### config.mk
export PLATFORM = sky130hd
export DESIGN_NAME = filled_circle_span_generator_core
export DESIGN_NICKNAME = d
export VERILOG_FILES = /design/src/fcsg_pkg.sv /design/src/fcsg_span_queue.sv /design/src/fcsg_row_step.sv /design/src/filled_circle_span_generator_core.sv
export SDC_FILE = /design/constraint.sdc
export NUM_CORES = 2
export LEC_CHECK = 0
export BUFFER_PORTS_ARGS = -buffer_cell sky130_fd_sc_hd__buf_2
export CAP_MARGIN = 20
export CORE_ASPECT_RATIO = 1.4
export CORE_MARGIN = 5
export CORE_UTILIZATION = 70
export CTS_BUF_LIST = sky130_fd_sc_hd__clkbuf_8
export DETAILED_ROUTE_END_ITERATION = 12
export PLACE_DENSITY_LB_ADDON = 0.2
export SLEW_MARGIN = 20
export SYNTH_ARGS = -nofsm -noshare
export SYNTH_HDL_FRONTEND = slang
export SYNTH_SLANG_ARGS = --single-unit
### constraint.sdc
create_clock -name clk -period 13.6 [get_ports clk]
set_input_delay 1.36 -clock clk [delete_from_list [all_inputs] [get_ports clk]]
set_output_delay 1.36 -clock clk [all_outputs]
set_load 0.02 [all_outputs]
### src/fcsg_pkg.sv
// Shared constants for the filled circle span generator.
// No dependencies; imported by every module of the block.
`default_nettype none

package fcsg_pkg;

	// Command codes on the input channel.
	localparam logic CMD_START   = 1'b0;
	localparam logic CMD_ADVANCE = 1'b1;

	localparam int COORD_W = 16;
	localparam int COLOR_W = 16;

	// Row limit is r * ROW_NUM / ROW_DEN + 1 (about r / sqrt(2)).
	localparam int ROW_NUM = 707;
	localparam int ROW_DEN = 1000;

	// One row step yields at most four spans.
	localparam int SLOTS      = 4;
	localparam int SLOT_CNT_W = $clog2(SLOTS + 1);

endpackage

`default_nettype wire

### src/fcsg_span_queue.sv
// Span queue: takes a batch of up to SLOTS spans at once and hands them out
// one per transaction, head always registered. Depends on fcsg_pkg.
`default_nettype none

module fcsg_span_queue
	import fcsg_pkg::*;
#(
	parameter int DATA_W = 62
) (
	input  wire logic                               clk,
	input  wire logic                               arst_n,
	input  wire logic                               load,
	input  wire logic [SLOTS-1:0][DATA_W-1:0]       load_data,
	input  wire logic [SLOT_CNT_W-1:0]              load_count,
	output logic                                    load_ok,
	output logic                                    out_valid,
	input  wire logic                               out_ready,
	output logic [DATA_W-1:0]                       out_data
);

	logic [SLOTS-1:0][DATA_W-1:0] slot_q;
	logic [SLOT_CNT_W-1:0]        count_q;
	logic                         pop;

	assign out_valid = (count_q != '0);
	assign out_data  = slot_q[0];
	assign pop       = out_valid && out_ready;
	// a new batch may land once the queue is empty or its last span leaves now
	assign load_ok   = (count_q == '0) || ((count_q == SLOT_CNT_W'(1)) && out_ready);

	always_ff @(posedge clk or negedge arst_n) begin
		if (!arst_n) begin
			count_q <= '0;
		end else if (load) begin
			count_q <= load_count;
		end else if (pop) begin
			count_q <= count_q - SLOT_CNT_W'(1);
		end
	end

	always_ff @(posedge clk) begin
		if (load) begin
			slot_q <= load_data;
		end else if (pop) begin
			for (int k = 0; k < SLOTS - 1; k++) begin
				slot_q[k] <= slot_q[k+1];
			end
		end
	end

endmodule

`default_nettype wire

### src/fcsg_row_step.sv
// Circle state and one midpoint row step per item; squares kept incrementally.
// Produces a packed batch of spans. Depends on fcsg_pkg.
`default_nettype none

module fcsg_row_step
	import fcsg_pkg::*;
#(
	parameter int RADIUS_BITS = 12,
	localparam int SPAN_W = 2 * COORD_W + RADIUS_BITS + 1 + COLOR_W + 1
) (
	input  wire logic                          clk,
	input  wire logic                          arst_n,
	input  wire logic                          load,
	input  wire logic                          command,
	input  wire logic [COORD_W-1:0]            center_x,
	input  wire logic [COORD_W-1:0]            center_y,
	input  wire logic [RADIUS_BITS-1:0]        radius,
	input  wire logic [COLOR_W-1:0]            fill_color,
	output logic [SLOTS-1:0][SPAN_W-1:0]       spans,
	output logic [SLOT_CNT_W-1:0]              span_count
);

	localparam int R     = RADIUS_BITS;
	localparam int SQ_W  = 2 * R;
	localparam int SHIFT = R + 10;
	// ceil(ROW_NUM * 2^SHIFT / ROW_DEN): exact floor for every R-bit radius
	localparam logic [SHIFT-1:0] ROW_MUL = SHIFT'(((longint'(ROW_NUM) << SHIFT)
		+ longint'(ROW_DEN) - 64'sd1) / longint'(ROW_DEN));

	typedef struct packed {
		logic [COORD_W-1:0] x;
		logic [COORD_W-1:0] y;
		logic [R:0]         length;
		logic [COLOR_W-1:0] color;
		logic               last;
	} span_t;

	logic [COORD_W-1:0] origin_x_q, origin_y_q, held_color_q;
	logic [R-1:0]       row_step_q, half_width_q, row_limit_q;
	logic [SQ_W-1:0]    square_limit_q, step_sq_q, width_sq_q;
	logic               busy_q;

	logic [COORD_W-1:0] origin_x_d, origin_y_d, held_color_d;
	logic [R-1:0]       row_step_d, half_width_d, row_limit_d;
	logic [SQ_W-1:0]    square_limit_d, step_sq_d, width_sq_d;
	logic               busy_d, update;

	// start path
	logic [SQ_W-1:0]    r_sq;
	logic [R+SHIFT-1:0] lim_prod;

	// row step path
	logic [R-1:0]       i_next, x_new;
	logic [SQ_W-1:0]    i_sq_next, x_sq_new;
	logic [SQ_W:0]      sq_sum;
	logic               over, shrink, outer_ok, inner_ok, done;

	span_t start_span, o_hi, o_lo, i_hi, i_lo;
	span_t [SLOTS-1:0] slot;

	assign r_sq     = SQ_W'(radius) * SQ_W'(radius);
	assign lim_prod = (R + SHIFT)'(radius) * (R + SHIFT)'(ROW_MUL);

	assign i_next    = row_step_q + R'(1);
	assign i_sq_next = step_sq_q + SQ_W'({row_step_q, 1'b1});
	assign sq_sum    = {1'b0, i_sq_next} + {1'b0, width_sq_q};
	assign over      = sq_sum > {1'b0, square_limit_q};
	assign shrink    = over && (half_width_q != '0);
	assign x_new     = shrink ? half_width_q - R'(1) : half_width_q;
	assign x_sq_new  = shrink ? width_sq_q - SQ_W'({half_width_q, 1'b0}) + SQ_W'(1)
	                          : width_sq_q;
	// outer rows have length 2*row_step, empty on the first step
	assign outer_ok  = over && (half_width_q > row_limit_q) && (row_step_q != '0);
	assign inner_ok  = (x_new != '0);
	assign done      = (i_next >= row_limit_q);

	always_comb begin
		start_span.x      = center_x - COORD_W'(radius);
		start_span.y      = center_y;
		start_span.length = {radius, 1'b0};
		start_span.color  = fill_color;
		start_span.last   = (radius == R'(1));

		o_hi.x      = origin_x_q - COORD_W'(row_step_q);
		o_hi.y      = origin_y_q + COORD_W'(half_width_q);
		o_hi.length = {row_step_q, 1'b0};
		o_hi.color  = held_color_q;
		o_hi.last   = 1'b0;
		o_lo        = o_hi;
		o_lo.y      = origin_y_q - COORD_W'(half_width_q);

		i_hi.x      = origin_x_q - COORD_W'(x_new);
		i_hi.y      = origin_y_q + COORD_W'(i_next);
		i_hi.length = {x_new, 1'b0};
		i_hi.color  = held_color_q;
		i_hi.last   = 1'b0;
		i_lo        = i_hi;
		i_lo.y      = origin_y_q - COORD_W'(i_next);
	end

	always_comb begin
		origin_x_d     = origin_x_q;
		origin_y_d     = origin_y_q;
		held_color_d   = held_color_q;
		row_step_d     = row_step_q;
		half_width_d   = half_width_q;
		row_limit_d    = row_limit_q;
		square_limit_d = square_limit_q;
		step_sq_d      = step_sq_q;
		width_sq_d     = width_sq_q;
		busy_d         = busy_q;
		update         = 1'b0;
		slot           = {i_lo, i_hi, i_lo, i_hi};
		span_count     = '0;

		if (command == CMD_START) begin
			update         = 1'b1;
			origin_x_d     = center_x;
			origin_y_d     = center_y;
			held_color_d   = fill_color;
			row_step_d     = '0;
			half_width_d   = radius;
			row_limit_d    = lim_prod[R+SHIFT-1:SHIFT] + R'(1);
			square_limit_d = r_sq + SQ_W'(radius >> 1);
			step_sq_d      = '0;
			width_sq_d     = r_sq;
			busy_d         = (radius > R'(1));
			slot[0]        = start_span;
			span_count     = (radius != '0) ? SLOT_CNT_W'(1) : '0;
		end else if (busy_q) begin
			update       = 1'b1;
			row_step_d   = i_next;
			half_width_d = x_new;
			step_sq_d    = i_sq_next;
			width_sq_d   = x_sq_new;
			busy_d       = !done;
			if (outer_ok) begin
				slot = {i_lo, i_hi, o_lo, o_hi};
				if (inner_ok) begin
					span_count   = SLOT_CNT_W'(4);
					slot[3].last = done;
				end else begin
					span_count   = SLOT_CNT_W'(2);
					slot[1].last = done;
				end
			end else if (inner_ok) begin
				span_count   = SLOT_CNT_W'(2);
				slot[1].last = done;
			end
		end
	end

	assign spans = slot;

	always_ff @(posedge clk or negedge arst_n) begin
		if (!arst_n) begin
			origin_x_q     <= '0;
			origin_y_q     <= '0;
			held_color_q   <= '0;
			row_step_q     <= '0;
			half_width_q   <= '0;
			row_limit_q    <= '0;
			square_limit_q <= '0;
			step_sq_q      <= '0;
			width_sq_q     <= '0;
			busy_q         <= 1'b0;
		end else if (load && update) begin
			origin_x_q     <= origin_x_d;
			origin_y_q     <= origin_y_d;
			held_color_q   <= held_color_d;
			row_step_q     <= row_step_d;
			half_width_q   <= half_width_d;
			row_limit_q    <= row_limit_d;
			square_limit_q <= square_limit_d;
			step_sq_q      <= step_sq_d;
			width_sq_q     <= width_sq_d;
			busy_q         <= busy_d;
		end
	end

endmodule

`default_nettype wire

### src/filled_circle_span_generator_core.sv
// Filled circle span generator, top level. Uses fcsg_pkg, fcsg_row_step, fcsg_span_queue.
// Path: an accepted item waits in the input stage until the span queue can take its whole
//   batch; its first span is then offered from the registered queue head.
// Throughput: an item yields 0, 1, 2 or 4 spans; the single result channel drains the span
//   queue one span a cycle while out_ready is high; a new batch loads as the last leaves.
// Reset: arst_n asynchronous, active low; clears circle state, queue and stage valid.
`default_nettype none

module filled_circle_span_generator_core
	import fcsg_pkg::*;
#(
	parameter int RADIUS_BITS = 12
) (
	input  wire logic                   clk,
	input  wire logic                   arst_n,
	// input channel
	input  wire logic                   in_valid,
	output logic                        in_ready,
	input  wire logic                   command,
	input  wire logic [COORD_W-1:0]     center_x,
	input  wire logic [COORD_W-1:0]     center_y,
	input  wire logic [RADIUS_BITS-1:0] radius,
	input  wire logic [COLOR_W-1:0]     fill_color,
	// result channel
	output logic                        out_valid,
	input  wire logic                   out_ready,
	output logic [COORD_W-1:0]          span_x,
	output logic [COORD_W-1:0]          span_y,
	output logic [RADIUS_BITS:0]        span_length,
	output logic [COLOR_W-1:0]          span_color,
	output logic                        span_last
);

	localparam int SPAN_W = 2 * COORD_W + RADIUS_BITS + 1 + COLOR_W + 1;

	// same layout as the span batch built in the row step
	typedef struct packed {
		logic [COORD_W-1:0]   x;
		logic [COORD_W-1:0]   y;
		logic [RADIUS_BITS:0] length;
		logic [COLOR_W-1:0]   color;
		logic                 last;
	} span_t;

	// Input stage: holds one item while the queue still drains the spans of
	// the previous one; upstream waits only while the held item cannot fire.
	logic                   valid_s1;
	logic                   command_s1;
	logic [COORD_W-1:0]     center_x_s1, center_y_s1;
	logic [RADIUS_BITS-1:0] radius_s1;
	logic [COLOR_W-1:0]     fill_color_s1;

	logic                          load_ok, fire;
	logic [SLOTS-1:0][SPAN_W-1:0]  spans;
	logic [SLOT_CNT_W-1:0]         span_count;
	logic [SPAN_W-1:0]             head_bits;
	span_t                         head;

	// the held item executes once the queue can take its whole batch
	assign fire     = valid_s1 && load_ok;
	assign in_ready = !valid_s1 || fire;

	always_ff @(posedge clk or negedge arst_n) begin
		if (!arst_n) begin
			valid_s1 <= 1'b0;
		end else if (in_ready) begin
			valid_s1 <= in_valid;
		end
	end

	always_ff @(posedge clk) begin
		if (in_ready && in_valid) begin
			command_s1    <= command;
			center_x_s1   <= center_x;
			center_y_s1   <= center_y;
			radius_s1     <= radius;
			fill_color_s1 <= fill_color;
		end
	end

	// Circle state and the midpoint row step; state advances on fire.
	fcsg_row_step #(
		.RADIUS_BITS(RADIUS_BITS)
	) u_row_step (
		.clk        (clk),
		.arst_n     (arst_n),
		.load       (fire),
		.command    (command_s1),
		.center_x   (center_x_s1),
		.center_y   (center_y_s1),
		.radius     (radius_s1),
		.fill_color (fill_color_s1),
		.spans      (spans),
		.span_count (span_count)
	);

	// Batch of up to four spans, handed out one transaction at a time.
	fcsg_span_queue #(
		.DATA_W(SPAN_W)
	) u_span_queue (
		.clk        (clk),
		.arst_n     (arst_n),
		.load       (fire),
		.load_data  (spans),
		.load_count (span_count),
		.load_ok    (load_ok),
		.out_valid  (out_valid),
		.out_ready  (out_ready),
		.out_data   (head_bits)
	);

	assign head        = span_t'(head_bits);
	assign span_x      = head.x;
	assign span_y      = head.y;
	assign span_length = head.length;
	assign span_color  = head.color;
	assign span_last   = head.last;

endmodule

`default_nettype wire
==> metrics.md <==
| Metric | Value |
|---|---|
| Fill cells | `3767` |
| Largest net degree at the start of global routing | `about 140` |
| EDFF count, synth | `about 300` |
| Register area | `between 10000 and 15000 um2` |
| Skew final | `0.04911 ns` |
| Total of max-cap violations | `0` |
| Final setup TNS | `0 ns` |
| Commonest non-fill, non-tap cells in the layout | `571 x nand2_1, 468 x inv_1, 382 x ha_1` |
| Flops & latches, synth | `around 470` |
| Hold Crit Start | `fill_color_s1[2]` |
| CP arrival | `roughly 12 ns` |
| Status | `finished, final reports clean` |
| RSZ-0062 raised after global routing | `no` |
| RR Endpoint | `u_span_queue.out_data[60]` |
| Vias post-DR | `between 20000 and 30000` |
| Main synth FF type | `edfxtp_1` |
| Root Driver | `clkbuf_8` |
| GRT Residual Overflow | `0` |
| First-pass GRT wire length | `~160000 um` |
| All-Layer GR Usage | `35.29%` |
| Post-route ant nets | `0` |
| Clock sink total | `466` |
| GR Util met3 | `under 10%` |
| Via/cell ratio | `about 6.2` |
| Io pins | `between 100 and 150` |
| Clock latency on the worst-skew pair | `0.68 ns` |
| FP Rows | `a little under 100` |
| Final routed DRC violation total | `0` |
| CTS tree | `built` |
| Final period util | `82.29%` |
| Initial antenna violation count | `2` |
| Post-synthesis cell type count | `slightly below 80` |
| Yosys warns | `0` |
| Die area | `57090 um2` |
| Clock period minus worst slack | `between 10 and 15 ns` |
| Worst Tran Pin Value | `around 1.1 ns` |
| Critical R2R Launch | `u_row_step.row_step_q[0]` |
| CP Launch Type | `register` |
| Post-synth ARST share | `between 30 and 40%` |
| Die Y | `roughly 280 um` |
| Critical path peak fanout | `16` |
| Reg clk slew, reported paths | `around 0.07 ns` |
| CTS Hold Bufs | `0` |
| Fmax achieved | `0.08935 GHz` |
| Number of global-route vias before repair | `around 29000` |
| Met2 usage | `approximately three fifths` |
| Post-CTS setup buffers | `0` |
| Share of layout cells above drive strength 1 | `under 10%` |
| Hold WC Path Type | `reg -> reg` |
| Worst setup EP type | `register` |
| Die W | `around 200 um` |
| WHS Path Cells | `2` |
| R2R Setup Slk | `roughly 2.4 ns` |
| Rel. slew slack | `a little over a quarter` |
| Worst Hold End | `u_row_step.held_color_q[2]` |
| Routed WL per cell | `roughly 22 um` |
| CTS max path bufs | `3` |
| Syn nets | `~4500` |
| Initial DRC count | `about 2500` |
| Seq/Total Area, Yosys | `a little over a third` |
| 1st-pass router iterations | `7` |
| Required @ worst endpoint | `around 14 ns` |
| Synthesized instance count | `between 3000 and 4000` |
| Slowest CP cell | `a2111oi_0` |
| Max incr delay on CP | `around 0.56 ns` |
| R2R depth | `46` |
| GR peak layer | `met2` |
| Post-detail-place hpwl | `about 76000 um` |
| Hold violation count in the final report | `0` |
| Core Box Area | `approximately 52000 um2` |
| Commonest non-fill, non-tap cell in the layout | `nand2_1` |
| Avg Inst Size Synth | `between 9 and 10 um2` |
| Met1 Track Usage GR | `approximately two fifths` |
| Post-synthesis cell area | `36650 um2` |
| Htree depth | `3` |
| Area occupied by multi-input gates | `20910 um2` |
| Final WL | `100500 um` |
| Setup violations, final | `0` |
| Post-CTS sizing | `0` |
| CTS buffer count | `between 70 and 80` |
| Crit Path Category | `reg -> reg` |
| Final GP Congestion | `between 1 and 1.5` |
| Area Overhead vs Synth | `6.217%` |
| PortBufs | `around 130` |
| Final Max Slew Viols | `0` |
| Initial Util | `70.44%` |
| Nets | `about 4600` |
[per-layer routing]
metal / up-vias / share of wire [%]
met5: - / 0
met4: 0 / 10
met3: 394 / 6.7
met2: 1287 / 48
met1: 13750 / 36
li1: 13340 / -
[worst max-delay path by stage]
| stage | end | from | cells after the start | slack, ns |
|---|---|---|---|---|
| 2_1_floorplan | u_span_queue.out_data[60] | u_row_step.row_step_q[1] | 45 | 4.26 |
| 3_3_place_gp | u_span_queue.out_data[60] | u_row_step.row_step_q[0] | 46 | 3.02 |
| 3_5_place_dp | u_span_queue.out_data[60] | u_row_step.row_step_q[0] | 46 | 2.76 |
| 4_1_cts | u_span_queue.out_data[60] | u_row_step.row_step_q[0] | 46 | 2.62 |
| 5_1_grt | u_span_queue.out_data[60] | u_row_step.row_step_q[0] | 46 | 1.70 |
| 6_report | u_span_queue.out_data[60] | u_row_step.row_step_q[0] | 46 | 2.41 |
[worst max-delay path, delay by kind of cell, from the launching register on]
kind	cells	cell delay (ns)
xor+xnor	3	0.52
flops	1	0.52
buf+inv	4	0.65
compound gates	26	5.68
fa+ha+maj	5	1.48
simple gates	8	2.02
[cell type report]
type | instances | share of cell area (%)
diodes | 1 | 0.006429
clock buffers | 80 | 2.829
clock inverters | 58 | 0.9804
inverters | 445 | 4.298
multi-input cells | 2776 | 53.71
flip-flops and latches | 466 | 33.88
well taps | 656 | 2.109
repair buffers | 155 | 2.189
[kinds of logic (layout without fill, tap and decap cells)]
| logic type | after synthesis | count (layout) | share of synthesized area (%) |
|---|---|---|---|
| AOI/OAI and AO/OA | 832 | 832 | 14.02 |
| xor gates and xnor gates | 214 | 214 | 5.114 |
| adders and majority gates | 571 | 571 | 23.37 |
| buffers and inverters | 635 | 738 | 7.132 |
| DFF | 466 | 466 | 35.98 |
| muxes | 35 | 35 | 0.9764 |
| other | 1 | 2 | 0.01023 |
| and+or+nand+nor | 1123 | 1123 | 13.40 |
[registers in the layout (all words and copies together), names as in the netlist, 3 cells and up]
| signal | flops |
|---|---|
| u_row_step.step_sq_q | 24 |
| fill_color_s1 | 16 |
| u_row_step.row_limit_q | 12 |
| u_row_step.row_step_q | 12 |
| center_x_s1 | 16 |
| u_span_queue.out_data | 61 |
| u_span_queue.count_q | 3 |
| u_row_step.origin_x_q | 16 |
| u_row_step.held_color_q | 16 |
| u_row_step.origin_y_q | 16 |
| u_row_step.square_limit_q | 24 |
| radius_s1 | 12 |
| center_y_s1 | 16 |
| u_row_step.half_width_q | 12 |
| u_row_step.width_sq_q | 24 |
| u_span_queue.slot_q | 183 |
[Yosys cell counts, types with 61 or more instances]
master / n / share of area (%)
nand2_1: 574 / 5.9
clkbuf_1: 111 / 1.1
fa_1: 189 / 10
xnor2_1: 138 / 3.3
inv_1: 440 / 4.5
a21oi_1: 214 / 2.9
buf_4: 61 / 1.2
ha_1: 382 / 13
o21ai_0: 277 / 3.8
dfrtp_1: 161 / 11
nor2_1: 239 / 2.4
nor3_1: 64 / 0.87
edfxtp_1: 305 / 25
xor2_1: 76 / 1.8
[stage by stage]
step	hold WS, ns	cells	utilization, %	setup WS, ns	area [um2]
floorplan	0.4328	3877	-	4.260	36650
global placement	0.4618	4498	71.96	3.018	37440
detailed placement	0.4579	4498	71.96	2.756	37440
CTS	0.4812	4636	74.81	2.623	38920
global route	0.5071	4637	74.82	1.704	38930
finish	0.4758	4637	74.82	2.408	38930
Power is not shown: default switching activity piles up to over one toggle a cycle in this logic, so the estimate is an artifact.
